`src/rtl/core/lpf_pkg.sv`:
```
package lpf_pkg;

  localparam int MAX_SAMPLES = 4096;
  localparam int MAX_SPAN    = 64;
  localparam int AW          = $clog2(MAX_SAMPLES);
  localparam int SPAN_W      = 7;
  localparam int LEN_W       = 13;
  localparam int CFG_W       = 13;
  localparam int UPC_W       = 5;

  localparam logic [1:0] CFG_DEGREE = 2'd0;
  localparam logic [1:0] CFG_SPAN   = 2'd1;
  localparam logic [1:0] CFG_SERIES = 2'd2;

  localparam logic [1:0] ST_OK    = 2'd0;
  localparam logic [1:0] ST_SING  = 2'd1;
  localparam logic [1:0] ST_RANGE = 2'd2;

  localparam logic signed [31:0] Q_MAX = 32'sh7FFF_FFFF;
  localparam logic signed [31:0] Q_MIN = 32'sh8000_0000;
  localparam logic signed [31:0] Q_ONE = 32'sh0001_0000;

  // degree 1 program starts at 0, degree 2 program at this address
  localparam logic [UPC_W-1:0] UPC_DEG2 = 5'd6;

  typedef enum logic [4:0] {
    S_IDLE, S_ADDR, S_X, S_TDIV, S_T1, S_T2, S_U1, S_U2, S_W, S_XW,
    S_X2, S_X3, S_X4, S_Y0, S_Y1, S_Y2, S_ACC, S_SUMS, S_MUL, S_MACC,
    S_CHK, S_DF, S_DS
  } state_t;

  typedef enum logic [3:0] {
    OP_A, OP_B, OP_C, OP_D, OP_E, OP_Y0, OP_Y1, OP_Y2,
    OP_K1, OP_K2, OP_K3, OP_L2, OP_L3
  } opnd_t;

  typedef enum logic [2:0] {
    DS_K1, DS_K2, DS_K3, DS_L2, DS_L3, DS_DET, DS_FN, DS_SN
  } dest_t;

  typedef struct packed {
    opnd_t opa;
    opnd_t opb;
    logic  neg;
    logic  last;
    logic  fin;
    dest_t dest;
  } uop_t;

  typedef struct packed {
    logic              start;
    logic signed [31:0] num;
    logic signed [31:0] den;
  } div_req_t;

  typedef struct packed {
    logic              busy;
    logic              done;
    logic signed [31:0] quo;
  } div_rsp_t;

  function automatic logic signed [31:0] sat32(input logic signed [65:0] v);
    if (v > 66'sh0_7FFF_FFFF) return Q_MAX;
    if (v < -66'sh0_8000_0000) return Q_MIN;
    return v[31:0];
  endfunction

  function automatic uop_t mk(input opnd_t a, input opnd_t b, input logic n,
                              input logic l, input logic f, input dest_t d);
    uop_t u;
    u.opa = a; u.opb = b; u.neg = n; u.last = l; u.fin = f; u.dest = d;
    return u;
  endfunction

  // solver program: each step adds or subtracts one product
  function automatic uop_t uop_rom(input logic [UPC_W-1:0] a);
    case (a)
      5'd0:  return mk(OP_A,  OP_C,  1'b0, 1'b0, 1'b0, DS_DET);
      5'd1:  return mk(OP_B,  OP_B,  1'b1, 1'b1, 1'b0, DS_DET);
      5'd2:  return mk(OP_C,  OP_Y0, 1'b0, 1'b0, 1'b0, DS_FN);
      5'd3:  return mk(OP_B,  OP_Y1, 1'b1, 1'b1, 1'b0, DS_FN);
      5'd4:  return mk(OP_A,  OP_Y1, 1'b0, 1'b0, 1'b0, DS_SN);
      5'd5:  return mk(OP_B,  OP_Y0, 1'b1, 1'b1, 1'b1, DS_SN);
      5'd6:  return mk(OP_E,  OP_C,  1'b0, 1'b0, 1'b0, DS_K1);
      5'd7:  return mk(OP_D,  OP_D,  1'b1, 1'b1, 1'b0, DS_K1);
      5'd8:  return mk(OP_C,  OP_D,  1'b0, 1'b0, 1'b0, DS_K2);
      5'd9:  return mk(OP_E,  OP_B,  1'b1, 1'b1, 1'b0, DS_K2);
      5'd10: return mk(OP_B,  OP_D,  1'b0, 1'b0, 1'b0, DS_K3);
      5'd11: return mk(OP_C,  OP_C,  1'b1, 1'b1, 1'b0, DS_K3);
      5'd12: return mk(OP_E,  OP_A,  1'b0, 1'b0, 1'b0, DS_L2);
      5'd13: return mk(OP_C,  OP_C,  1'b1, 1'b1, 1'b0, DS_L2);
      5'd14: return mk(OP_B,  OP_C,  1'b0, 1'b0, 1'b0, DS_L3);
      5'd15: return mk(OP_D,  OP_A,  1'b1, 1'b1, 1'b0, DS_L3);
      5'd16: return mk(OP_A,  OP_K1, 1'b0, 1'b0, 1'b0, DS_DET);
      5'd17: return mk(OP_B,  OP_K2, 1'b0, 1'b0, 1'b0, DS_DET);
      5'd18: return mk(OP_C,  OP_K3, 1'b0, 1'b1, 1'b0, DS_DET);
      5'd19: return mk(OP_K1, OP_Y0, 1'b0, 1'b0, 1'b0, DS_FN);
      5'd20: return mk(OP_K2, OP_Y1, 1'b0, 1'b0, 1'b0, DS_FN);
      5'd21: return mk(OP_K3, OP_Y2, 1'b0, 1'b1, 1'b0, DS_FN);
      5'd22: return mk(OP_K2, OP_Y0, 1'b0, 1'b0, 1'b0, DS_SN);
      5'd23: return mk(OP_L2, OP_Y1, 1'b0, 1'b0, 1'b0, DS_SN);
      5'd24: return mk(OP_L3, OP_Y2, 1'b0, 1'b1, 1'b1, DS_SN);
      default: return mk(OP_A, OP_A, 1'b0, 1'b1, 1'b1, DS_SN);
    endcase
  endfunction

endpackage

```
`src/rtl/core/lpf_mul.sv`:
```
module lpf_mul (
  input  logic               clk,
  input  logic signed [32:0] a,
  input  logic signed [32:0] b,
  output logic signed [31:0] q
);
  import lpf_pkg::*;

  logic signed [65:0] prod;

  always_ff @(posedge clk) begin
    prod <= a * b;
  end

  // arithmetic shift gives floor on negative products
  assign q = sat32(prod >>> 16);

endmodule

```
`config.mk`:
```
export PLATFORM = sky130hd
export DESIGN_NAME = lpf_mul
export DESIGN_NICKNAME = d
export VERILOG_FILES = /design/src/rtl/core/lpf_pkg.sv /design/src/rtl/core/lpf_mul.sv
export SDC_FILE = /design/constraint.sdc
export NUM_CORES = 2
export LEC_CHECK = 0
export ABC_AREA = 1
export BUFFER_PORTS_ARGS = -buffer_cell sky130_fd_sc_hd__buf_2
export CAP_MARGIN = 20
export CORE_MARGIN = 1
export CORE_UTILIZATION = 65
export DETAILED_ROUTE_END_ITERATION = 8
export GPL_TIMING_DRIVEN = 1
export PLACE_DENSITY = 0.9
export SYNTH_ARGS = -nofsm -noshare
export SYNTH_HDL_FRONTEND = slang
export SYNTH_SLANG_ARGS = --single-unit
```
`constraint.sdc`:
```
create_clock -name clk -period 21.5 [get_ports clk]
set_clock_uncertainty 0.15 [all_clocks]
set_input_delay 1.075 -clock clk [delete_from_list [all_inputs] [get_ports clk]]
set_output_delay 1.075 -clock clk [all_outputs]
set_load 0.03 [all_outputs]
```
# == Word level (Yosys, flattened, before mapping) ==
# Index checks and enable logic that the tools add are counted.
# totals
ff_bits,66
in_bits,67
output_inout_bits,32
# classes
n_mul,1
order_cmp,2
muxes,7
# op_table
cell,n
2-to-1 mux 32 bit,4
multiplier 33 x 33 -> 66 bit,1
> comparator 50 x 32 -> 1 bit (second input constant),1
< comparator 50 x 32 -> 1 bit (second input constant),1
2-to-1 mux 1 bit,3

# == Longest topological paths before layout ==
# depth
word_depth,5
depth_mapped,33

# == Least setup slack after synthesis ==
# OpenSTA, ideal clock, no wires.
# synth_timing
path_type,input to register
startpoint,input a[32]
endpoint,register prod[55]
setup_ns,0.113
arrival_ns,7.858
setup_slack_ns,13.379
path_stages,26
path_buffers,2
cell_sequence,clkbuf_1 -> clkbuf_1 -> nand2_1 -> inv_1 -> fa_1 -> inv_1 -> fa_1 -> fa_1 -> inv_1 -> fa_1 -> inv_1 -> fa_1 -> fa_1 -> fa_1 -> fa_1 -> inv_1 -> ha_1 -> nand2_1 -> nor2_1 -> inv_1 -> nor2_1 -> inv_1 -> nor4_1 -> nand2_1 -> nand4_1 -> nand2_1
# synth_between
elab_chain_cells,1
# synth_rtl
item,line_no,rtl
"start, declared",lpf_mul.sv:3,"input logic signed [32:0] a,"
multiplier 33 x 33 -> 66 bit,lpf_mul.sv:12,prod <= a * b;
"end signal, assigned",lpf_mul.sv:12,
"end, declared",lpf_mul.sv:9,logic signed [65:0] prod;
# Every way passes these cells.

# == Final worst setup path ==
# layout_timing
startpoint,input b[0]
endpoint,register prod[58]
# layout_between
elab_chain_cells,1
# layout_rtl
item,line_no,rtl
"start, declared",lpf_mul.sv:4,"input logic signed [32:0] b,"
multiplier 33 x 33 -> 66 bit,lpf_mul.sv:12,
# Every way passes these cells.

==> run_results.csv <==
group,metric,value,unit
status,outcome,"finished, violations left",
status,failed_checks,"design-rule violations",
setup_path,path_class,"in -> reg",
synthesis,synth_top_cell_area_share,54.2,%
synthesis,yosys_warnings,0,
global_route,grt_pass1_wl,189,mm
setup_path,path_buf_inv,6,
timing,worstMarginPinSlew,0.975,ns
global_route,grt_max_degree,35,
setup_path,critPathArrivalTime,8.94,ns
floorplan,dieWidth,257,µm
clock_network,cts.sink_count,50,
drt,first_pass_iters,9,
cells_and_area,final_area,0.0431,mm²
placed_design,dp_hpwl,95.7,mm
flow_run,drv_cap,0,
drt,routedWlPerCell,18.6,µm
clock_network,cts_tree,"done",
setup_path,crit_path_start_kind,"primary input",
setup_path,crit_fanout,32,
synthesis,synth_top_area_cell,"fa_1",
cells_and_area,nets,6692,
global_route,grt_pass1_vias,38400,
placed_design,dpl_worst_slack,12.39,ns
drt,met2_length,57.3,mm
drt,drc,8,
placed_design,gp_congestion,1.07,
synthesis,yosys-top-cells-count,"inv_1, nand2_1, fa_1, clkbuf_1, ha_1",
timing,rsz0062_at_grt,"no",
timing,setup_viol,0,
floorplan,die_h,257,µm
synthesis,synth-edff-count,0,
setup_path,critPathCaptureType,"flip-flop",
drt,via_per_inst,5.52,
timing,period_minus_slack,8.88,ns
cells_and_area,largest_register_ffs,50,
cells_and_area,largest-register,"prod",
synthesis,synth_area_leaders,"fa_1, inv_1, nand2_1",
timing,final-hold-violation-count,0,
clock_network,root_buffer,"clkbuf_16",
synthesis,postSynthCellCount,5417,
global_route,grt_antenna_before_repair,9,
drt,wl_met3,10.2,mm
floorplan,dieArea,0.0661,mm²
placed_design,port_buffers,98,
setup_path,crit_path_end,"prod[58]",
clock_network,cts-resized-gates,0,
synthesis,ys_ff_latch,50,
cells_and_area,final-instance-count-excl-fill,6133,
synthesis,synth_area_per_cell,7.80,µm²
timing,slew_viol_final,0,
timing,finalWorstSetupSlack,12.62,ns
drt,highest_layer,"met5",
floorplan,core-area,0.0643,mm²
clock_network,clk_pin_slew,0.08,ns
drt,met1Wirelength,38.1,mm
placed_design,placed_area,0.0429,mm²
hold_path,hold_class,"reg -> out",
clock_network,cts_max_level,2,
cells_and_area,top_regs,"prod x50",
setup_path,crit_family,"adder cells",
setup_path,crit_top_cell,"fa_1",
synthesis,ys_seq_area_share,2.37,%
timing,finalCritPeriodShare,41.3,%
clock_network,cts_setup_buffers,0,
global_route,track_usage,36.4,%
drt,first_iter_violations,2738,
floorplan,boundaryPins,99,
placed_design,place_inst,6114,
clock_network,cts_hold_buf,0,
setup_path,worst-path-stages,23,
synthesis,synthDistinctLibCells,32,
setup_path,crit_start,"b[0]",
timing,slew_headroom,35.0,%
drt,wl,114,mm
setup_path,slowest_delay,1.24,ns
timing,max_freq,113,MHz
drt,via_count,33900,
cells_and_area,syn2layout_area_growth,2.07,%
drt,ant_nets,0,
floorplan,initial_core_util,65.7,%
setup_path,slowest_stage,"fa_1",
cells_and_area,drive_above_1_share,3.13,%
floorplan,num_rows,93,
synthesis,yosysMostFrequentCell,"inv_1",
synthesis,netlist_area,0.0423,mm²
timing,setup_tns,0,ns
global_route,grt.overflow.total,0,
setup_path,cp_cell_sequence,"buf_2, nand2_1, inv_1, fa_1, fa_1, fa_1, fa_1, inv_1, fa_1, fa_1, fa_1, fa_1, inv_1, ha_1, nand2_1, nor2_1, inv_1, nor2_1, inv_1, nor4_1, nand2_1, nand3_1, nand2_1",
setup_path,required,21.56,ns
clock_network,max-clock-path-buffers,2,
synthesis,async_flop_share,0,%
synthesis,synthFlopType,"dfxtp_1",
clock_network,cts_buffers,5,
synthesis,syn_nets,6840,
-- cell families after synthesis --
logic type               after synthesis  share of synthesized area (%)
buffers and inverters               2112                           18.8
AND/OR/NAND/NOR                     1657                           15.3
adder cells (fa/ha/maj)             1356                           60.5
AO/OA/AOI/OAI                        220                           2.71
flip-flops                            50                           2.37
XOR/XNOR                              22                          0.456
-- layout by cell type, fill, tap and decap left out, drive strengths merged, types with 19 or more instances in the layout --
cell   count
inv     1847
nand2   1365
fa      1144
ha       212
nor2     177
a21oi    130
buf      111
o21ai     72
nand3     63
dfxtp     50
xor2      19
-- layer usage --
metal  GRT usage (%)  up-vias
met1            41.4    16600
li1                -    14500
met4            23.3        4
met5               0        -
met3            5.97      671
met2            63.8     2072
-- through the flow --
stage | util (%) | hold WS (ns)
floorplan | - | 1.41
global placement | 66.7 | 1.41
detailed placement | 66.7 | 1.41
CTS | 66.9 | 1.72
global route | 67.0 | 1.78
finish | 67.1 | 1.74
-- layout make-up --
type | count | area (µm²)
multi-input cells | 3255 | 33300
diodes | 8 | 20.0
flip-flops and latches | 50 | 1000
inverters | 1846 | 6930
clock buffers | 5 | 125
repair buffers | 111 | 623
clock inverters | 3 | 28.8
well taps | 855 | 1070
fillers | 4840 | 21200
-- worst min-delay path by stage --
stage                         from        to  slack (ns)  cells past startpoint
final                     prod[65]     q[31]        1.74                      1
after global routing      prod[65]     q[31]        1.78                      1
after CTS                     b[1]  prod[46]        1.72                     11
after detailed placement  prod[65]     q[31]        1.41                      1
after global placement    prod[65]     q[31]        1.41                      1
after floorplan           prod[65]     q[31]        1.41                      1
Power is not shown: default switching activity piles up to over one toggle a cycle in this logic, so the estimate is an artifact.
