==> src/rtl/core/lpf_pkg.sv <==
package lpf_pkg;

  localparam int MAX_SAMPLES = 4096;
  localparam int MAX_SPAN    = 64;
  localparam int AW          = $clog2(MAX_SAMPLES);
  localparam int SPAN_W      = 7;
  localparam int LEN_W       = 13;
  localparam int CFG_W       = 13;
  localparam int UPC_W       = 5;

  localparam logic [1:0] CFG_DEGREE = 2'd0;
  localparam logic [1:0] CFG_SPAN   = 2'd1;
  localparam logic [1:0] CFG_SERIES = 2'd2;

  localparam logic [1:0] ST_OK    = 2'd0;
  localparam logic [1:0] ST_SING  = 2'd1;
  localparam logic [1:0] ST_RANGE = 2'd2;

  localparam logic signed [31:0] Q_MAX = 32'sh7FFF_FFFF;
  localparam logic signed [31:0] Q_MIN = 32'sh8000_0000;
  localparam logic signed [31:0] Q_ONE = 32'sh0001_0000;

  // degree 1 program starts at 0, degree 2 program at this address
  localparam logic [UPC_W-1:0] UPC_DEG2 = 5'd6;

  typedef enum logic [4:0] {
    S_IDLE, S_ADDR, S_X, S_TDIV, S_T1, S_T2, S_U1, S_U2, S_W, S_XW,
    S_X2, S_X3, S_X4, S_Y0, S_Y1, S_Y2, S_ACC, S_SUMS, S_MUL, S_MACC,
    S_CHK, S_DF, S_DS
  } state_t;

  typedef enum logic [3:0] {
    OP_A, OP_B, OP_C, OP_D, OP_E, OP_Y0, OP_Y1, OP_Y2,
    OP_K1, OP_K2, OP_K3, OP_L2, OP_L3
  } opnd_t;

  typedef enum logic [2:0] {
    DS_K1, DS_K2, DS_K3, DS_L2, DS_L3, DS_DET, DS_FN, DS_SN
  } dest_t;

  typedef struct packed {
    opnd_t opa;
    opnd_t opb;
    logic  neg;
    logic  last;
    logic  fin;
    dest_t dest;
  } uop_t;

  typedef struct packed {
    logic              start;
    logic signed [31:0] num;
    logic signed [31:0] den;
  } div_req_t;

  typedef struct packed {
    logic              busy;
    logic              done;
    logic signed [31:0] quo;
  } div_rsp_t;

  function automatic logic signed [31:0] sat32(input logic signed [65:0] v);
    if (v > 66'sh0_7FFF_FFFF) return Q_MAX;
    if (v < -66'sh0_8000_0000) return Q_MIN;
    return v[31:0];
  endfunction

  function automatic uop_t mk(input opnd_t a, input opnd_t b, input logic n,
                              input logic l, input logic f, input dest_t d);
    uop_t u;
    u.opa = a; u.opb = b; u.neg = n; u.last = l; u.fin = f; u.dest = d;
    return u;
  endfunction

  // solver program: each step adds or subtracts one product
  function automatic uop_t uop_rom(input logic [UPC_W-1:0] a);
    case (a)
      5'd0:  return mk(OP_A,  OP_C,  1'b0, 1'b0, 1'b0, DS_DET);
      5'd1:  return mk(OP_B,  OP_B,  1'b1, 1'b1, 1'b0, DS_DET);
      5'd2:  return mk(OP_C,  OP_Y0, 1'b0, 1'b0, 1'b0, DS_FN);
      5'd3:  return mk(OP_B,  OP_Y1, 1'b1, 1'b1, 1'b0, DS_FN);
      5'd4:  return mk(OP_A,  OP_Y1, 1'b0, 1'b0, 1'b0, DS_SN);
      5'd5:  return mk(OP_B,  OP_Y0, 1'b1, 1'b1, 1'b1, DS_SN);
      5'd6:  return mk(OP_E,  OP_C,  1'b0, 1'b0, 1'b0, DS_K1);
      5'd7:  return mk(OP_D,  OP_D,  1'b1, 1'b1, 1'b0, DS_K1);
      5'd8:  return mk(OP_C,  OP_D,  1'b0, 1'b0, 1'b0, DS_K2);
      5'd9:  return mk(OP_E,  OP_B,  1'b1, 1'b1, 1'b0, DS_K2);
      5'd10: return mk(OP_B,  OP_D,  1'b0, 1'b0, 1'b0, DS_K3);
      5'd11: return mk(OP_C,  OP_C,  1'b1, 1'b1, 1'b0, DS_K3);
      5'd12: return mk(OP_E,  OP_A,  1'b0, 1'b0, 1'b0, DS_L2);
      5'd13: return mk(OP_C,  OP_C,  1'b1, 1'b1, 1'b0, DS_L2);
      5'd14: return mk(OP_B,  OP_C,  1'b0, 1'b0, 1'b0, DS_L3);
      5'd15: return mk(OP_D,  OP_A,  1'b1, 1'b1, 1'b0, DS_L3);
      5'd16: return mk(OP_A,  OP_K1, 1'b0, 1'b0, 1'b0, DS_DET);
      5'd17: return mk(OP_B,  OP_K2, 1'b0, 1'b0, 1'b0, DS_DET);
      5'd18: return mk(OP_C,  OP_K3, 1'b0, 1'b1, 1'b0, DS_DET);
      5'd19: return mk(OP_K1, OP_Y0, 1'b0, 1'b0, 1'b0, DS_FN);
      5'd20: return mk(OP_K2, OP_Y1, 1'b0, 1'b0, 1'b0, DS_FN);
      5'd21: return mk(OP_K3, OP_Y2, 1'b0, 1'b1, 1'b0, DS_FN);
      5'd22: return mk(OP_K2, OP_Y0, 1'b0, 1'b0, 1'b0, DS_SN);
      5'd23: return mk(OP_L2, OP_Y1, 1'b0, 1'b0, 1'b0, DS_SN);
      5'd24: return mk(OP_L3, OP_Y2, 1'b0, 1'b1, 1'b1, DS_SN);
      default: return mk(OP_A, OP_A, 1'b0, 1'b1, 1'b1, DS_SN);
    endcase
  endfunction

endpackage

==> src/rtl/core/lpf_div.sv <==
module lpf_div (
  input  logic              clk,
  input  logic              rst,
  input  lpf_pkg::div_req_t req,
  output lpf_pkg::div_rsp_t rsp
);
  import lpf_pkg::*;

  logic        busy;
  logic        done;
  logic        neg;
  logic [5:0]  cnt;
  logic [31:0] dmag;
  logic [32:0] rem;
  logic [47:0] qsh;
  logic [32:0] rem_sh;
  logic        fits;
  logic [31:0] nmag;

  assign nmag   = req.num[31] ? 32'(-req.num) : 32'(req.num);
  assign rem_sh = {rem[31:0], qsh[47]};
  assign fits   = rem_sh >= {1'b0, dmag};

  always_ff @(posedge clk) begin
    if (rst) begin
      busy <= 1'b0;
      done <= 1'b0;
      cnt  <= '0;
    end else begin
      done <= 1'b0;
      if (req.start && !busy) begin
        busy <= 1'b1;
        cnt  <= '0;
        neg  <= req.num[31] ^ req.den[31];
        dmag <= req.den[31] ? 32'(-req.den) : 32'(req.den);
        rem  <= '0;
        qsh  <= {nmag, 16'd0};
      end else if (busy) begin
        rem <= fits ? rem_sh - {1'b0, dmag} : rem_sh;
        qsh <= {qsh[46:0], fits};
        cnt <= cnt + 6'd1;
        if (cnt == 6'd47) begin
          busy <= 1'b0;
          done <= 1'b1;
        end
      end
    end
  end

  always_comb begin
    rsp.busy = busy;
    rsp.done = done;
    if (!neg) rsp.quo = (qsh > 48'h0000_7FFF_FFFF) ? Q_MAX : qsh[31:0];
    else      rsp.quo = (qsh > 48'h0000_8000_0000) ? Q_MIN : 32'(-qsh[31:0]);
  end

endmodule

==> config.mk <==
export PLATFORM = sky130hd
export DESIGN_NAME = lpf_div
export DESIGN_NICKNAME = d
export VERILOG_FILES = /design/src/rtl/core/lpf_pkg.sv /design/src/rtl/core/lpf_div.sv
export SDC_FILE = /design/constraint.sdc
export NUM_CORES = 1
export LEC_CHECK = 0
export BUFFER_PORTS_ARGS = -buffer_cell sky130_fd_sc_hd__buf_2
export CORE_ASPECT_RATIO = 0.7
export CORE_MARGIN = 2
export CORE_UTILIZATION = 54
export CTS_BUF_LIST = sky130_fd_sc_hd__clkbuf_4
export CTS_CLUSTER_DIAMETER = 100
export DETAILED_ROUTE_END_ITERATION = 7
export GPL_ROUTABILITY_DRIVEN = 1
export PLACE_DENSITY = 0.74
export SYNTH_ARGS = -nofsm -noshare
export SYNTH_HDL_FRONTEND = slang
export SYNTH_SLANG_ARGS = --single-unit
==> constraint.sdc <==
create_clock -name clk -period 10.82 [get_ports clk]
set_input_delay 1.082 -clock clk [delete_from_list [all_inputs] [get_ports clk]]
set_output_delay 1.082 -clock clk [all_outputs]
set_load 0.005 [all_outputs]
# ---- Word level (Yosys, flattened, before mapping)
# Cells that the tools add are included.
dict set report word_totals {
  word_cells 41
  regBits 121
  output_inout_bits 34
  in_bits 67
}
dict set report op_classes {
  n_addsub 5
  n_eq_ne 1
  order_cmp 3
  reduce_logical 7
  n_mux 13
  n_bitwise 3
}
# operator count
set op_table {}
lappend op_table {{$mux W32} 6}
lappend op_table {{$mux W48} 2}
lappend op_table {{$neg A32 Y32} 3}
lappend op_table {{$gt A48 B31 Y1 const B} 1}
lappend op_table {{$gt A48 B32 Y1 const B} 1}
lappend op_table {{$ge A33 B32 Y1} 1}
lappend op_table {{$sub A32 B32 Y32} 1}
lappend op_table {{$mux W31} 1}
lappend op_table {{$add A6 B1 Y6 const B} 1}
lappend op_table {{$eq A6 B6 Y1 const B} 1}
lappend op_table {{$mux W1} 4}
lappend op_table {{$reduce_and A2 Y1} 2}
lappend op_table {{$reduce_or A3 Y1} 1}
lappend op_table {{$not A1 Y1} 2}
lappend op_table {{$reduce_bool A2 Y1} 1}
lappend op_table {{$reduce_or A2 Y1} 1}
lappend op_table {{$logic_and A1 B1 Y1} 1}
lappend op_table {{$logic_not A1 Y1} 1}
lappend op_table {{$xor A1 B1 Y1} 1}

# ---- Longest topological paths before layout
dict set report logic_depth {
  depth_word 4
  mapped_depth 13
  mapped_depth_nobuf 11
}

# ---- Least setup slack after synthesis
# No wires, ideal clock.
dict set report synth_path {
  kind {input -> register}
  from {input req[64] (netlist name)}
  to {register qsh[0] (enable)}
  setup_ns 0.519
  arrival_time_ns 4.472
  path_stages 2
  n_path_buf 0
  required_time_ns 10.301
  slack_ns 5.829
  cell_sequence {nor2_1 nor2_1}
}
dict set report synth_via {
  elab_chain_cells 3
}
# element line_no
set synth_lines {}
lappend synth_lines {{start: declaration} lpf_div.sv:4} ;# input lpf_pkg::div_req_t req,
lappend synth_lines {{$logic_and A1 B1 Y1} lpf_div.sv:31} ;# if (req.start && !busy) begin
lappend synth_lines {{$reduce_bool A2 Y1 (no source line)} n/a}
lappend synth_lines {{$reduce_and A2 Y1 (no source line)} n/a}
lappend synth_lines {{end signal: assignment} lpf_div.sv:37} ;# qsh <= {nmag, 16'd0};
lappend synth_lines {{end signal: assignment} lpf_div.sv:40} ;# qsh <= {qsh[46:0], fits};
lappend synth_lines {{end: declaration} lpf_div.sv:15} ;# logic [47:0] qsh;
# No other way between the ends.
# A chain may end at the register's enable or synchronous reset.

==> out/qor.csv <==
metric;value;unit
outcome;completed;
drt_first_iter_violations;826;
stdcell_count;1341;
place_area;9820;um2
cap_violations;0;
wl_per_cell;17.4;um
setup_viol;0;
start_util;55.8;%
crit_buf_inv;2;
ant_nets;0;
grt_max_degree;81;
grt.total_usage;26.7;%
syn_inst;1039;
routed_wl;23.3;mm
drive_above_1_share;15.0;%
final_nets;1207;
worst_pin_slew;1080;ps
path_class;reg2out;
cp.arrival;3900;ps
gp_congestion;0.949;
die_y;113;um
antenna_cells;0;
end_kind;primary output;
fillers;1479;
final_common_cell;edfxtp_1;
post-place-ws;6530;ps
root_buffer;clkbuf_4;
synth.avg_cell_area;8.86;um2
clk_latency;550;ps
tns;0;ps
antenna_found_initial;0;
ys_ff_latch;121;
worstHoldStart;cnt[5];
crit_path_cell_trace;nor4_1 > nand2b_1 > nor3_1 > nand3_1 > o21a_1 > buf_4 > nand2b_1 > o311ai_1 > buf_2;
synth_edf_count;113;
mostFrequentLayoutCells;edfxtp_1, nand2_1, buf_2;
num_vias;8242;
timing.fmax;0.201;GHz
multi_input_area;5220;um2
leakagePower;3.89;nW
yosysSeqAreaShare;38.6;%
clk_pin_slew;120;ps
synth_ff_type;edfxtp_1;
hold_viol;0;
grt_pass1_wl;38.9;mm
clk_path_buf_depth;2;
busiest_layer;met1;
ys_warn_count;0;
layout_setup_ws;5830;ps
worstSetupStartpointType;register;
io_pins;101;
rows;39;
ctsResizeCount;0;
slew_violations;0;
final_area;10200;um2
netlist_area;9210;um2
grt.met3_usage;4.44;%
rsz0062_at_grt;false;
crit_family;simple AND/OR/NAND/NOR gates;
numCtsBuffers;17;
grt_pass1_vias;7576;
globalRouteOverflowTotal;0;
die-area;18100;um2
core;16500;um2
fin_crit;4990;ps
met2_usage;38.0;%
area_growth;10.5;%
ys_types;76;
dp_hpwl;16.9;mm
crit_top_cell;nand2b_1;
synth-async-reset-ratio;0;%
relSlewSlack;28.1;%
syn-num-nets;1143;
ir_drop;0.000103;V
finalCritPeriodShare;46.1;%
die_width;160;um
dr.pass1.iters;5;
cp_slowest_stage_delay;570;ps
io_buffers;100;
dp.cells;1309;
grtUsageMet1;41.7;%
numClockSinks;121;
fin_skew;21.7;ps
worstPathMaxFanout;28;
crit_start;qsh[20];
seqCellArea;3550;um2
htreeDepth;4;
critPathSlowestCell;nor4_1;
viasPerCell;6.15;
route.detailed.drc;0;
p_per_area;137;nW/um2
holdBufCountCts;0;
cts_setup_buffers;0;
hold_class;reg2reg;
cts_tree;built;
crit_required;9740;ps
r2r-start;rem[8];
per-stage QoR:
stage | utilization, % | hold slack [ps] | total power [W]
3_3_place_gp | 59.6 | 474 | 0.000990
4_1_cts | 61.7 | 496 | 0.00139
5_1_grt | 61.7 | 562 | 0.00148
3_5_place_dp | 59.6 | 477 | 0.000997
6_report | 61.7 | 493 | 0.00140
2_1_floorplan | - | 453 | 0.000889
synthesized netlist by cell type, types with 15 or more instances:
| cell type | number | area, um2 |
|---|---|---|
| xor2_1 | 46 | 403 |
| nand2_1 | 101 | 379 |
| nor2_1 | 58 | 218 |
| clkbuf_1 | 45 | 169 |
| a21oi_1 | 66 | 330 |
| edfxtp_1 | 113 | 3390 |
| nand4_1 | 15 | 93.8 |
| nand3_1 | 33 | 165 |
| o31ai_1 | 16 | 120 |
| xnor2_1 | 39 | 342 |
| inv_1 | 55 | 206 |
| a21o_1 | 19 | 143 |
| o21ai_0 | 76 | 380 |
| nor3_1 | 31 | 155 |
| ha_1 | 36 | 450 |
| and2_1 | 19 | 119 |
| o21ai_1 | 28 | 140 |
flip-flops by register name (all words and copies together) (netlist names):
| name | cells |
|---|---|
| busy | 1 |
| cnt | 6 |
| dmag | 32 |
| done | 1 |
| neg | 1 |
| qsh | 48 |
| rem | 32 |
path summary, 6_finish.rpt:
path,cells after the start,slack (ps),end
worst min register to register,2,490,cnt[5]
worst min-delay path,2,490,cnt[5]
worst max-delay path,9,5830,rsp[18]
worst max register to register,9,6620,rem[29]
report_power, final:
group | leakage (nW) | internal, W | total [W] | switching (W)
sequential | 1.15 | 0.000567 | 0.000595 | 0.0000284
clock | 0.184 | 0.000212 | 0.000399 | 0.000188
combinational | 2.56 | 0.000162 | 0.000401 | 0.000239
total | 3.89 | 0.000940 | 0.00140 | 0.000455
per-layer routing:
layer	up-vias	part of all wire (%)
li1	3988	-
met1	3868	50
met2	355	41
met3	31	7.7
met4	0	1.5
met5	-	0
cells by family (layout without fill, tap and decap cells):
kind of cell               after synthesis  count (layout)  synth area share (%)
adders and majority gates               37              37                  5.11
xor gates and xnor gates                85              85                  8.08
and+or+nand+nor                        352             352                  20.1
DFF                                    121             121                  38.6
buffers and inverters                  119             196                  5.14
muxes                                    5               5                 0.543
AOI/OAI and AO/OA                      320             320                  22.5
worst register-to-register path, stage by stage, from the launching register on:
cell and delay (ps):
edfxtp_1 420, ha_1 410, a211o_1 330, a21oi_1 150, and3_1 250, nor3_4 80
nor4_2 510, or4b_1 890, nand2_1 590, a211oi_1 380
area by class of cell:
cell class / count / share of cell area [%]
well taps: 225 / 2.77
repair buffers: 108 / 5.51
inverters: 56 / 2.06
multi-input cells: 799 / 51.3
flip-flops and latches: 121 / 34.9
clock inverters: 14 / 2.16
clock buffers: 18 / 1.33
Power figures use the tool's default switching activity.
